$ cat src/srch_pkg.sv
// Package with shared types and constants for the segment ray cast block.
package srch_pkg;

    // Configuration register indexes.
    localparam logic [2:0] REG_RAY_START_X = 3'd0;
    localparam logic [2:0] REG_RAY_START_Y = 3'd1;
    localparam logic [2:0] REG_RAY_END_X   = 3'd2;
    localparam logic [2:0] REG_RAY_END_Y   = 3'd3;
    localparam logic [2:0] REG_FILT_GROUPS = 3'd4;
    localparam logic [2:0] REG_FILT_MASK   = 3'd5;

    // Handshake between the control sequencer and the serial units.
    typedef struct packed {
        logic start;
        logic busy;
        logic done;
    } srch_ctl_t;

endpackage

$ cat src/srch_mul.sv
// Serial shift-and-add signed multiplier, one multiplier bit per cycle.
module srch_mul #(
    parameter int A_BITS = 26,
    parameter int B_BITS = 26
) (
    input  logic                        aclk,
    input  logic                        aresetn,
    input  logic                        start,
    input  logic signed [A_BITS-1:0]    a,
    input  logic signed [B_BITS-1:0]    b,
    output srch_pkg::srch_ctl_t         ctl,
    output logic signed [A_BITS+B_BITS-1:0] prod
);
    localparam int PW = A_BITS + B_BITS;
    localparam int CW = $clog2(B_BITS + 1);

    logic signed [PW-1:0] acc_reg, acc_next;
    logic signed [PW-1:0] mcand_reg, mcand_next;
    logic [B_BITS-1:0]    mplier_reg, mplier_next;
    logic [CW-1:0]        cnt_reg, cnt_next;
    logic                 busy_reg, busy_next, done_reg, done_next;

    always_comb begin
        acc_next    = acc_reg;
        mcand_next  = mcand_reg;
        mplier_next = mplier_reg;
        cnt_next    = cnt_reg;
        busy_next   = busy_reg;
        done_next   = 1'b0;
        if (start) begin
            acc_next    = '0;
            mcand_next  = PW'(a);
            mplier_next = b;
            cnt_next    = CW'(B_BITS);
            busy_next   = 1'b1;
        end else if (busy_reg) begin
            // Top multiplier bit has negative weight (two's complement).
            if (mplier_reg[0]) begin
                if (cnt_reg == CW'(1)) acc_next = acc_reg - mcand_reg;
                else                   acc_next = acc_reg + mcand_reg;
            end
            mcand_next  = mcand_reg <<< 1;
            mplier_next = mplier_reg >> 1;
            cnt_next    = cnt_reg - CW'(1);
            if (cnt_reg == CW'(1)) begin
                busy_next = 1'b0;
                done_next = 1'b1;
            end
        end
    end

    always_ff @(posedge aclk) begin
        if (!aresetn) begin
            busy_reg <= 1'b0;
            done_reg <= 1'b0;
            cnt_reg  <= '0;
        end else begin
            busy_reg <= busy_next;
            done_reg <= done_next;
            cnt_reg  <= cnt_next;
        end
        acc_reg    <= acc_next;
        mcand_reg  <= mcand_next;
        mplier_reg <= mplier_next;
    end

    assign ctl.start = start;
    assign ctl.busy  = busy_reg;
    assign ctl.done  = done_reg;
    assign prod      = acc_reg;
endmodule

$ cat src/srch_div.sv
// Restoring divider giving one quotient bit per cycle.
module srch_div #(
    parameter int N_BITS = 53,
    parameter int Q_BITS = 16
) (
    input  logic                aclk,
    input  logic                aresetn,
    input  logic                start,
    input  logic [N_BITS-1:0]   num,
    input  logic [N_BITS-1:0]   den,
    output srch_pkg::srch_ctl_t ctl,
    output logic [Q_BITS-1:0]   quo
);
    localparam int CW = $clog2(Q_BITS + 1);

    logic [N_BITS:0]   rem_reg, rem_next;
    logic [N_BITS-1:0] den_reg, den_next;
    logic [Q_BITS-1:0] quo_reg, quo_next;
    logic [CW-1:0]     cnt_reg, cnt_next;
    logic              busy_reg, busy_next, done_reg, done_next;
    logic [N_BITS:0]   shl;

    always_comb begin
        rem_next  = rem_reg;
        den_next  = den_reg;
        quo_next  = quo_reg;
        cnt_next  = cnt_reg;
        busy_next = busy_reg;
        done_next = 1'b0;
        shl       = {rem_reg[N_BITS-1:0], 1'b0};
        if (start) begin
            rem_next  = {1'b0, num};
            den_next  = den;
            quo_next  = '0;
            cnt_next  = CW'(Q_BITS);
            busy_next = 1'b1;
        end else if (busy_reg) begin
            if (shl >= {1'b0, den_reg}) begin
                rem_next = shl - {1'b0, den_reg};
                quo_next = {quo_reg[Q_BITS-2:0], 1'b1};
            end else begin
                rem_next = shl;
                quo_next = {quo_reg[Q_BITS-2:0], 1'b0};
            end
            cnt_next = cnt_reg - CW'(1);
            if (cnt_reg == CW'(1)) begin
                busy_next = 1'b0;
                done_next = 1'b1;
            end
        end
    end

    always_ff @(posedge aclk) begin
        if (!aresetn) begin
            busy_reg <= 1'b0;
            done_reg <= 1'b0;
            cnt_reg  <= '0;
        end else begin
            busy_reg <= busy_next;
            done_reg <= done_next;
            cnt_reg  <= cnt_next;
        end
        rem_reg <= rem_next;
        den_reg <= den_next;
        quo_reg <= quo_next;
    end

    assign ctl.start = start;
    assign ctl.busy  = busy_reg;
    assign ctl.done  = done_reg;
    assign quo       = quo_reg;
endmodule

$ cat src/segment_raycast_closest_hit.sv
// Top level of the closest-hit ray cast against a stream of edge segments.
// A filtered-out segment goes from IDLE straight to UPD; a tested one runs the six cross
// product multiplies and CHECK, then for a hit the divide, HX and HY, before UPD, and OUT
// follows the last segment; an alpha of exactly one skips the divider.
// A new segment is taken only once the last one is through: one serial multiplier and one
// restoring divider, each retiring one bit per cycle; reset (aresetn low, synchronous) clears
// the state, configuration and best hit registers and the result valid.
module segment_raycast_closest_hit #(
    parameter int COORD_BITS = 24,
    parameter int FRAC_BITS  = 8,
    parameter int ALPHA_BITS = 16
) (
    input  logic                         aclk,
    input  logic                         aresetn,
    input  logic                         cfg_valid,
    output logic                         cfg_ready,
    input  logic [2:0]                   cfg_index,
    input  logic [31:0]                  cfg_data,
    input  logic                         s_valid,
    output logic                         s_ready,
    input  logic signed [COORD_BITS-1:0] s_seg_start_x,
    input  logic signed [COORD_BITS-1:0] s_seg_start_y,
    input  logic signed [COORD_BITS-1:0] s_seg_end_x,
    input  logic signed [COORD_BITS-1:0] s_seg_end_y,
    input  logic [31:0]                  s_owner_groups,
    input  logic [31:0]                  s_owner_mask,
    input  logic                         s_last_segment,
    output logic                         m_valid,
    input  logic                         m_ready,
    output logic                         m_hit_found,
    output logic signed [COORD_BITS-1:0] m_hit_x,
    output logic signed [COORD_BITS-1:0] m_hit_y,
    output logic [ALPHA_BITS:0]          m_hit_alpha
);
    // Differences need one more bit; cross products twice that.
    localparam int DW = COORD_BITS + 1;
    localparam int PW = 2 * DW;
    localparam int XW = PW + 1;
    localparam int AW = ALPHA_BITS + 1;
    localparam int MW = DW + AW + 1;
    // FRAC_BITS moves only the binary point; the arithmetic is unaffected.
    localparam int FRAC_UNUSED = FRAC_BITS;

    typedef enum logic [3:0] {
        ST_IDLE, ST_M0, ST_M1, ST_M2, ST_M3, ST_M4, ST_M5,
        ST_CHECK, ST_DIV, ST_HX, ST_HY, ST_UPD, ST_OUT
    } state_t;

    state_t state_reg, state_next;

    logic signed [COORD_BITS-1:0] rsx_reg, rsy_reg, rex_reg, rey_reg;
    logic [31:0] fgroups_reg, fmask_reg;

    // Segment operands captured at accept.
    logic signed [DW-1:0] rdx_reg, rdy_reg, sdx_reg, sdy_reg, dx_reg, dy_reg;
    logic last_reg;
    // Cross product partial products and results.
    logic signed [PW-1:0] p_reg [6];
    logic signed [XW-1:0] den_w, tn_w, un_w;
    logic [AW-1:0] alpha_reg;
    logic signed [COORD_BITS-1:0] hx_reg;

    logic have_hit_reg;
    logic [AW-1:0] best_alpha_reg;
    logic signed [COORD_BITS-1:0] best_x_reg, best_y_reg;

    logic out_valid_reg, out_found_reg;
    logic signed [COORD_BITS-1:0] out_x_reg, out_y_reg;
    logic [AW-1:0] out_alpha_reg;

    // Shared serial multiplier operands.
    logic mul_start;
    logic signed [MW-1:0] mul_a, mul_b;
    logic signed [2*MW-1:0] mul_p;
    srch_pkg::srch_ctl_t mul_ctl;
    logic div_start;
    srch_pkg::srch_ctl_t div_ctl;
    logic [ALPHA_BITS-1:0] div_q;
    logic [XW-2:0] div_num, div_den;
    logic busy_pulse_reg;

    logic signed [XW-1:0] den_abs, tn_n, un_n;
    logic hit_ok, full_alpha;
    logic signed [2*MW-1:0] fl;
    logic signed [COORD_BITS-1:0] h_next;

    assign cfg_ready = (state_reg == ST_IDLE);
    assign s_ready   = (state_reg == ST_IDLE) && !out_valid_reg;

    srch_mul #(.A_BITS(MW), .B_BITS(MW)) u_mul (
        .aclk(aclk), .aresetn(aresetn), .start(mul_start),
        .a(mul_a), .b(mul_b), .ctl(mul_ctl), .prod(mul_p)
    );

    srch_div #(.N_BITS(XW - 1), .Q_BITS(ALPHA_BITS)) u_div (
        .aclk(aclk), .aresetn(aresetn), .start(div_start),
        .num(div_num), .den(div_den), .ctl(div_ctl), .quo(div_q)
    );

    // Cross products, sign normalization and the hit window test.
    always_comb begin
        den_w = XW'(p_reg[0]) - XW'(p_reg[1]);
        tn_w  = XW'(p_reg[2]) - XW'(p_reg[3]);
        un_w  = XW'(p_reg[4]) - XW'(p_reg[5]);
        den_abs = den_w;
        tn_n    = tn_w;
        un_n    = un_w;
        if (den_w[XW-1]) begin
            den_abs = -den_w;
            tn_n    = -tn_w;
            un_n    = -un_w;
        end
        hit_ok = (den_abs != '0) && !tn_n[XW-1] && !un_n[XW-1] &&
                 (tn_n <= den_abs) && (un_n <= den_abs);
        full_alpha = (tn_n == den_abs);
        div_num = tn_n[XW-2:0];
        div_den = den_abs[XW-2:0];
    end

    // Operand selection for the shared multiplier per step.
    always_comb begin
        mul_a = '0;
        mul_b = '0;
        case (state_reg)
            ST_M0: begin mul_a = MW'(rdx_reg); mul_b = MW'(sdy_reg); end
            ST_M1: begin mul_a = MW'(rdy_reg); mul_b = MW'(sdx_reg); end
            ST_M2: begin mul_a = MW'(dx_reg);  mul_b = MW'(sdy_reg); end
            ST_M3: begin mul_a = MW'(dy_reg);  mul_b = MW'(sdx_reg); end
            ST_M4: begin mul_a = MW'(dx_reg);  mul_b = MW'(rdy_reg); end
            ST_M5: begin mul_a = MW'(dy_reg);  mul_b = MW'(rdx_reg); end
            ST_HX: begin mul_a = MW'(rdx_reg); mul_b = MW'({1'b0, alpha_reg}); end
            ST_HY: begin mul_a = MW'(rdy_reg); mul_b = MW'({1'b0, alpha_reg}); end
            default: begin mul_a = '0; mul_b = '0; end
        endcase
    end

    // Arithmetic shift is the floor of the division by 2^ALPHA_BITS.
    assign fl     = mul_p >>> ALPHA_BITS;
    assign h_next = COORD_BITS'(fl) + ((state_reg == ST_HX) ? rsx_reg : rsy_reg);

    always_comb begin
        state_next = state_reg;
        mul_start  = 1'b0;
        div_start  = 1'b0;
        case (state_reg)
            ST_IDLE: begin
                if (s_valid && s_ready) begin
                    if (((s_owner_mask & fgroups_reg) != '0) &&
                        ((s_owner_groups & fmask_reg) != '0)) begin
                        state_next = ST_M0;
                    end else begin
                        state_next = ST_UPD;
                    end
                end
            end
            ST_M0, ST_M1, ST_M2, ST_M3, ST_M4, ST_M5, ST_HX, ST_HY: begin
                mul_start = busy_pulse_reg;
                if (mul_ctl.done) begin
                    case (state_reg)
                        ST_M0: state_next = ST_M1;
                        ST_M1: state_next = ST_M2;
                        ST_M2: state_next = ST_M3;
                        ST_M3: state_next = ST_M4;
                        ST_M4: state_next = ST_M5;
                        ST_M5: state_next = ST_CHECK;
                        ST_HX: state_next = ST_HY;
                        default: state_next = ST_UPD;
                    endcase
                end
            end
            ST_CHECK: begin
                if (!hit_ok) begin
                    state_next = ST_UPD;
                end else if (full_alpha) begin
                    state_next = ST_HX;
                end else begin
                    div_start  = 1'b1;
                    state_next = ST_DIV;
                end
            end
            ST_DIV: begin
                if (div_ctl.done) state_next = ST_HX;
            end
            ST_UPD: state_next = last_reg ? ST_OUT : ST_IDLE;
            ST_OUT: state_next = ST_IDLE;
            default: state_next = ST_IDLE;
        endcase
    end

    always_ff @(posedge aclk) begin
        if (!aresetn) begin
            state_reg      <= ST_IDLE;
            rsx_reg        <= '0;
            rsy_reg        <= '0;
            rex_reg        <= '0;
            rey_reg        <= '0;
            fgroups_reg    <= '0;
            fmask_reg      <= '0;
            have_hit_reg   <= 1'b0;
            best_alpha_reg <= '0;
            best_x_reg     <= '0;
            best_y_reg     <= '0;
            out_valid_reg  <= 1'b0;
            busy_pulse_reg <= 1'b0;
            last_reg       <= 1'b0;
            alpha_reg      <= '0;
        end else begin
            state_reg <= state_next;
            // The multiplier is started once on entry to each multiply step.
            busy_pulse_reg <= (state_next != state_reg) &&
                              (state_next == ST_M0 || state_next == ST_M1 ||
                               state_next == ST_M2 || state_next == ST_M3 ||
                               state_next == ST_M4 || state_next == ST_M5 ||
                               state_next == ST_HX || state_next == ST_HY);
            if (cfg_valid && cfg_ready) begin
                case (cfg_index)
                    srch_pkg::REG_RAY_START_X: rsx_reg <= cfg_data[COORD_BITS-1:0];
                    srch_pkg::REG_RAY_START_Y: rsy_reg <= cfg_data[COORD_BITS-1:0];
                    srch_pkg::REG_RAY_END_X:   rex_reg <= cfg_data[COORD_BITS-1:0];
                    srch_pkg::REG_RAY_END_Y:   rey_reg <= cfg_data[COORD_BITS-1:0];
                    srch_pkg::REG_FILT_GROUPS: fgroups_reg <= cfg_data;
                    srch_pkg::REG_FILT_MASK:   fmask_reg <= cfg_data;
                    default: ;
                endcase
            end
            if (m_valid && m_ready) out_valid_reg <= 1'b0;
            if (s_valid && s_ready) last_reg <= s_last_segment;
            if (state_reg == ST_CHECK) alpha_reg <= AW'(1) << ALPHA_BITS;
            if (div_ctl.done) alpha_reg <= AW'(div_q);
            // A hit replaces the stored one only when strictly closer.
            if (state_reg == ST_HY && mul_ctl.done &&
                (!have_hit_reg || alpha_reg < best_alpha_reg)) begin
                have_hit_reg   <= 1'b1;
                best_alpha_reg <= alpha_reg;
                best_x_reg     <= hx_reg;
                best_y_reg     <= h_next;
            end
            if (state_reg == ST_OUT) begin
                out_valid_reg  <= 1'b1;
                have_hit_reg   <= 1'b0;
                best_alpha_reg <= '0;
                best_x_reg     <= '0;
                best_y_reg     <= '0;
            end
        end
        if (s_valid && s_ready) begin
            rdx_reg <= DW'(rex_reg) - DW'(rsx_reg);
            rdy_reg <= DW'(rey_reg) - DW'(rsy_reg);
            sdx_reg <= DW'(s_seg_end_x) - DW'(s_seg_start_x);
            sdy_reg <= DW'(s_seg_end_y) - DW'(s_seg_start_y);
            dx_reg  <= DW'(s_seg_start_x) - DW'(rsx_reg);
            dy_reg  <= DW'(s_seg_start_y) - DW'(rsy_reg);
        end
        if (mul_ctl.done) begin
            case (state_reg)
                ST_M0: p_reg[0] <= PW'(mul_p);
                ST_M1: p_reg[1] <= PW'(mul_p);
                ST_M2: p_reg[2] <= PW'(mul_p);
                ST_M3: p_reg[3] <= PW'(mul_p);
                ST_M4: p_reg[4] <= PW'(mul_p);
                ST_M5: p_reg[5] <= PW'(mul_p);
                ST_HX: hx_reg <= h_next;
                default: ;
            endcase
        end
        if (state_reg == ST_OUT) begin
            out_found_reg <= have_hit_reg;
            out_x_reg     <= best_x_reg;
            out_y_reg     <= best_y_reg;
            out_alpha_reg <= best_alpha_reg;
        end
    end

    assign m_valid     = out_valid_reg;
    assign m_hit_found = out_found_reg;
    assign m_hit_x     = out_x_reg;
    assign m_hit_y     = out_y_reg;
    assign m_hit_alpha = out_alpha_reg;
endmodule

$ cat config.mk
export PLATFORM = sky130hd
export DESIGN_NAME = segment_raycast_closest_hit
export DESIGN_NICKNAME = d
export VERILOG_FILES = /design/src/srch_pkg.sv /design/src/srch_mul.sv /design/src/srch_div.sv /design/src/segment_raycast_closest_hit.sv
export SDC_FILE = /design/constraint.sdc
export NUM_CORES = 2
export LEC_CHECK = 0
export BUFFER_PORTS_ARGS = -buffer_cell sky130_fd_sc_hd__buf_2
export CAP_MARGIN = 20
export CORE_UTILIZATION = 53
export DETAILED_ROUTE_END_ITERATION = 12
export GPL_TIMING_DRIVEN = 0
export PLACE_DENSITY = 0.79
export RECOVER_POWER = 25
export SETUP_SLACK_MARGIN = 0.2
export SYNTH_ARGS = -nofsm -noshare
export SYNTH_HDL_FRONTEND = slang
export SYNTH_SLANG_ARGS = --single-unit
$ cat constraint.sdc
create_clock -name aclk -period 18.3 [get_ports aclk]
set_input_delay 1.83 -clock aclk [delete_from_list [all_inputs] [get_ports aclk]]
set_output_delay 1.83 -clock aclk [all_outputs]
set_load 0.02 [all_outputs]
**Yosys cells after proc, flatten, opt, wreduce, memory -nomap -nowiden**

Memory sizes are Yosys's and may differ from the RTL's.
Cells that the tools add are included.

- Bits in registers: 836
- RAM bits: 300
- Bits of input ports: 201
- Output and inout bits: 69
- Memories: 1

Memories:

| name | words | width | read ports | clocked after memory_dff | wr ports | line | RTL |
|---|---|---|---|---|---|---|---|
| p_reg | 6 | 50 | 6 | 0 | 1 | segment_raycast_closest_hit.sv:58 | `logic signed [PW-1:0] p_reg [6];` |

- $add $sub $neg: 18
- $lt $le $gt $ge: 4
- Eq/ne operators: 29
- Mux-type cells: 77
- Bitwise gates (word level): 5
- Reductions and logical operators: 60

Operators with widths:

| operator | number |
|---|---|
| 50-bit two-way mux | 8 |
| 86-bit two-way mux | 3 |
| 50-bit OR reduction | 5 |
| 43-bit one-hot mux with 5 select lines | 1 |
| 43-bit one-hot mux with 4 select lines | 1 |
| 51-bit two-way mux | 3 |
| 51-bit negation | 3 |
| 50-bit by 50-bit subtractor with 51-bit output | 3 |
| 24-bit by 24-bit subtractor with 25-bit output | 6 |
| 51-bit less-or-equal comparator | 2 |
| 86-bit adder | 1 |
| 43-bit two-way mux | 2 |
| 86-bit subtractor | 1 |
| 32-bit bitwise AND | 2 |
| 32-bit nonzero test | 2 |
| 51-bit == test | 1 |
| 51-bit by 50-bit >= comparator with 1-bit output | 1 |
| 51-bit nonzero test | 1 |
| 50-bit subtractor | 1 |
| 1-bit two-way mux | 39 |
| 16-bit two-way mux | 2 |
| 4-bit by 3-bit == test with 1-bit output, second input constant | 7 |
| 4-bit == test, second input constant | 7 |
| 4-bit one-hot mux with 7 select lines | 1 |
| 30 further kinds | 90 |

**Logic depth before layout (Yosys ltp)**

An unclocked memory read counts as a cell.

- Word-level depth: 20
- Mapped depth: 40

**By module**

From an unflattened synthesis, not the netlist that was laid out.

- Cells, all modules: 8391
- Area total of the unflattened synthesis: 76452.1 µm²

By module, submodules not included:

| module | times used | cells an instance | area an instance (µm²) | sequential area each (µm²) |
|---|---|---|---|---|
| segment_raycast_closest_hit | 1 | 5733 | 52526.6 | 21220.4 |
| srch_mul | 1 | 1801 | 15813.9 | 5755.5 |
| srch_div | 1 | 857 | 8111.5 | 3463.3 |

**Least setup slack after synthesis**

OpenSTA, ideal clock, no wires.

- Path kind: register -> register
- From: mem p_reg[0][23] in the netlist's numbering
- To: reg u_div.rem_reg[0], enable pin
- Setup time: 0.416 ns
- Arrival time: 8.305 ns
- Data required time: 17.884 ns
- Setup slack: 9.579 ns
- Cell stages (with the launch flop): 36
- Buffers on the path: 8
- Clock period less this slack: 8.721 ns
- Cell sequence: edfxtp_1 ha_1 clkbuf_1 a21oi_1 o21ai_0 a221o_1 and2_1 o2111ai_1 a21oi_1 or2_2 clkbuf_1 clkbuf_1 clkbuf_1 clkbuf_1 buf_1 clkbuf_1 nor2_1 xnor2_1 inv_1 ha_1 a21o_1 a21o_1 a221oi_1 o221ai_1 a221oi_1 nand3b_1 mux2i_1 a311oi_1 nand3b_1 a31oi_1 o22ai_1 nand2_1 nor2_4 nand2_4 buf_6 nand2b_1

RTL lines:

| item | line | RTL |
|---|---|---|
| start, declared | segment_raycast_closest_hit.sv:58 |  |
| end signal, assigned | srch_div.sv:63 | `rem_reg <= rem_next;` |
| end, declared | srch_div.sv:16 | `logic [N_BITS:0] rem_reg, rem_next;` |

==> run summary <==
On the worst path, the slowest cell contributes a delay of 0.84 ns. The mean post-synth cell area is 9.30 um2. The flow ran to the end, but the final reports show violations. In this run, CTS created clock tree buffers numbering 108. The cell-internal power is 4.83 mW. For this run, design rule violations remaining after detail routing come to 0. The share of post-route cells with drive strength above 1 came out at 0.0757. The clock net in this run drives a total of 1064 sinks. Along the worst hold path, the cell count comes to 0. In this run the count of I/O pins placed on the die edge is 270.

The number of cells on the worst reg-to-reg path is 36, and the number of flip-flops under the largest register name is 300. Number of max-capacitance violations reported: 3. Counting tap cells, the placed design contains a total of 9337 instances. Counting I/O delays and the setup requirement, the final critical path takes 13.75 ns. The logs give 68500 um2 for the post-synthesis instance area and 322 mm for the first-pass GRT wire length. The switching part of the total power is 0.313, and the met1 wire length is 82.3 mm. The logs give 0.418 for the sequential fraction of the synthesis area and 11 for the length of the first detailed-routing pass in iterations. For the routed via count, the log shows 58200.

Static leakage: 30.6 nW. The worst-path cell with the longest stage delay was sky130_fd_sc_hd__a221oi_1. Setup violations remaining at the end of the flow were counted as 0.

Summed over all failing endpoints, the final setup total negative slack is 0 ns. The logs give 0 for the number of hold buffers added after CTS and 72.8 MHz for the maximum clock rate. Most frequent cell on the critical path: sky130_fd_sc_hd__clkbuf_1. The tools report the number of warnings reported in the yosys synthesis log as 0.

Synthesis inferred 1064 register bits. Routability-driven placement finished with a final weighted congestion of 1.04. The tools report the initial antenna violation count as 2.

The initial DRC count came out at 6149. The final layout contains 8539 nets. The logs give 4.55 ns for the worst reg-to-reg setup slack and 2.20 mW for the total net switching power.

The run gives 0.321 as the aggregate global-route resource usage. Setup repair after global routing left no endpoint under its margin. For the pin count of the biggest net entering global routing, the log shows 82.

The clock passes through at most 3 buffers. Dominant register cell in the synthesized netlist: sky130_fd_sc_hd__edfxtp_1. The count of nets left with antenna violations once routing finished came out at 0. Summed over all layers, the global routing overflow is 0. Across the VDD grid, the largest voltage drop is 0.0804 mV.

The tightest min-delay check is of the reg -> reg type. The vertical die dimension came out at 362 um. The setup path with the least slack is of type reg -> reg. Wire segments on met3 add up to 15.2 mm in the final route.

The die is 362 um wide. In this run, synthesis inferred 733 flip-flops with an integrated enable. In this run the clock root is driven by a sky130_fd_sc_hd__clkbuf_16. The clock tree synthesis step divided the H-tree into 3 levels.

The sort of element at the end of the critical path was a register. The starting density of the core is 0.536. For the max-slew violation total from the final report, the log shows 62. The total of cells resized after clock tree synthesis was 0; the clock-pin slew reported for the worst setup and hold paths after clock tree synthesis was 0.06 ns. The detailed-route wire length per cell is 22.5 um.

The routed design uses 103 mm of met2 wire. The floorplan has 131 rows. The area growth from synthesis to layout is 11.1%.

The logs give 0.219 for the part of the total power dissipated in combinational logic and 215 mm for the overall routed net length. Relative slew slack: -0.347. The number of nets handed over by synthesis was 8121. The leading cell type in the layout, fill and taps excluded was sky130_fd_sc_hd__nand2_1.

The number of input and output port buffers inserted is 267. The library cells used most frequently in the layout, excluding fill and tap cells, are sky130_fd_sc_hd__nand2_1, sky130_fd_sc_hd__edfxtp_1, sky130_fd_sc_hd__nor2_1. The share of the core filled with cells is 0.595. The fraction of synthesis flops using an asynchronous set or reset pin was 0; the part of the total power dissipated in the clock network was 0.329.

The HPWL after detailed placement came out at 172 mm. The run gives 107 as the distinct cell type count after synthesis. The checks that failed: capacitance limit, slew limit. In this run the standard cell core region covers 128000 um2.

In this run the top signal layer used is met5. The fraction of the cycle the final worst path needs came out at 0.751. TritonCTS built the clock tree. The critical path arrival is 14.07 ns, and the via density per instance is 6.09. The clock reaches the later pin of the worst-skew pair after 0.75 ns. The power density over the cells came out at 92.4 nW/um2.

The logs give 7.03 mW for the total power consumption of the routed design and 7370 for the number of instances in the synthesized netlist. The via count of the first global-routing pass came out at 55600. In this run the worst path has a maximum fanout of 50. The count of final hold-check violations was 0. The count of non-filler cells in the finished layout is 9548.

Once the clock tree was built, the setup fixing pass inserted 0 buffers. The worst setup path is launched from a register. The logs give 131000 um2 for the die outline area and 0.0510 ns for the clock skew. The data required time of the critical path is 18.62 ns, and the share of power burned in registers is 0.452. The transition time at the pin with the least slew margin was 2.02 ns.
-- worst paths after layout --
kind,startpoint,endpoint
max,p_reg[0][23],u_div.den_reg[1]
min reg2reg,best_x_reg[20],m_hit_x[20]
max reg2reg,p_reg[0][23],u_div.den_reg[1]
min,best_x_reg[20],m_hit_x[20]
-- final cells by class --
| class | instances | area, um2 |
|---|---|---|
| antenna | 2 | 5.00 |
| buffer | 261 | 1040 |
| clock buffer | 143 | 2990 |
| clock inverter | 63 | 769 |
| fill | 10800 | 51700 |
| inverter | 563 | 2120 |
| multi-input combinational | 5482 | 36700 |
| sequential | 1064 | 28600 |
| tap | 1662 | 2080 |
| timing repair buffer | 308 | 1760 |
-- synth_stat cells (all sizes together), types with 48 or more instances --
master  number  area (um2)
o31ai       48         365
mux2i       96         961
a21oi      493        2470
nand2      862        3240
clkbuf     230         863
o21bai      49         368
nor3       134         676
nor4        55         369
dfxtp      331        6630
nand4       91         569
a222oi      50         500
o21a        62         465
or3         49         307
a21o       208        1560
edfxtp     733       22000
a31oi       96         601
ha         538        6730
nor2b       73         457
o21ai      358        1790
nor2       612        2300
and2        77         482
inv        562        2110
xnor2      313        2750
nand3      110         556
nand2b      70         438
a211oi      50         395
xor2       170        1490
a21boi     244        1830
and3        62         388
-- routing by layer --
| metal | global-route usage | vias to the layer above |
|---|---|---|
| met3 | 0.0384 | 587 |
| met2 | 0.555 | 2547 |
| met5 | 0 | - |
| met1 | 0.382 | 27500 |
| met4 | 0.194 | 2 |
| li1 | - | 27500 |
-- power groups by stage --
stage / Sequential, mW / Combinational (mW) / Clock, mW
global placement: 3.23 / 1.45 / 0
floorplan: 3.06 / 1.11 / 0
CTS: 3.17 / 1.51 / 2.33
global route: 3.19 / 1.68 / 2.43
detailed placement: 3.22 / 1.50 / 0
finish: 3.18 / 1.54 / 2.32
-- critical path, delay by kind of cell (launching register included) --
kind	cells	cell delay, ns
AO/OA/AOI/OAI	13	4.09
XOR/XNOR	1	0.25
adder cells (fa/ha/maj)	2	0.73
buffers and inverters	11	5.46
flip-flops	1	0.36
multiplexers	1	0.18
AND/OR/NAND/NOR	8	2.19
-- stage by stage --
| stage | area, um2 | hold WS, ns | worst slack [ns] |
|---|---|---|---|
| finish | 76100 | 0.429 | 4.55 |
| global route | 76100 | 0.431 | 4.11 |
| CTS | 76200 | 0.429 | 5.02 |
| detailed placement | 72400 | 0.415 | 5.05 |
| global placement | 71900 | 0.414 | 4.41 |
| floorplan | 68500 | 0.408 | 9.58 |
-- logic make-up after synthesis --
kind of cell	after synthesis	share of synthesized area
multiplexers	138	0.0209
XOR/XNOR	483	0.0619
AND/OR/NAND/NOR	2333	0.158
flip-flops	1064	0.418
buffers and inverters	824	0.0461
AO/OA/AOI/OAI	1976	0.193
adder cells (fa/ha/maj)	552	0.102
No activity file was read; power rests on OpenSTA's default activity.
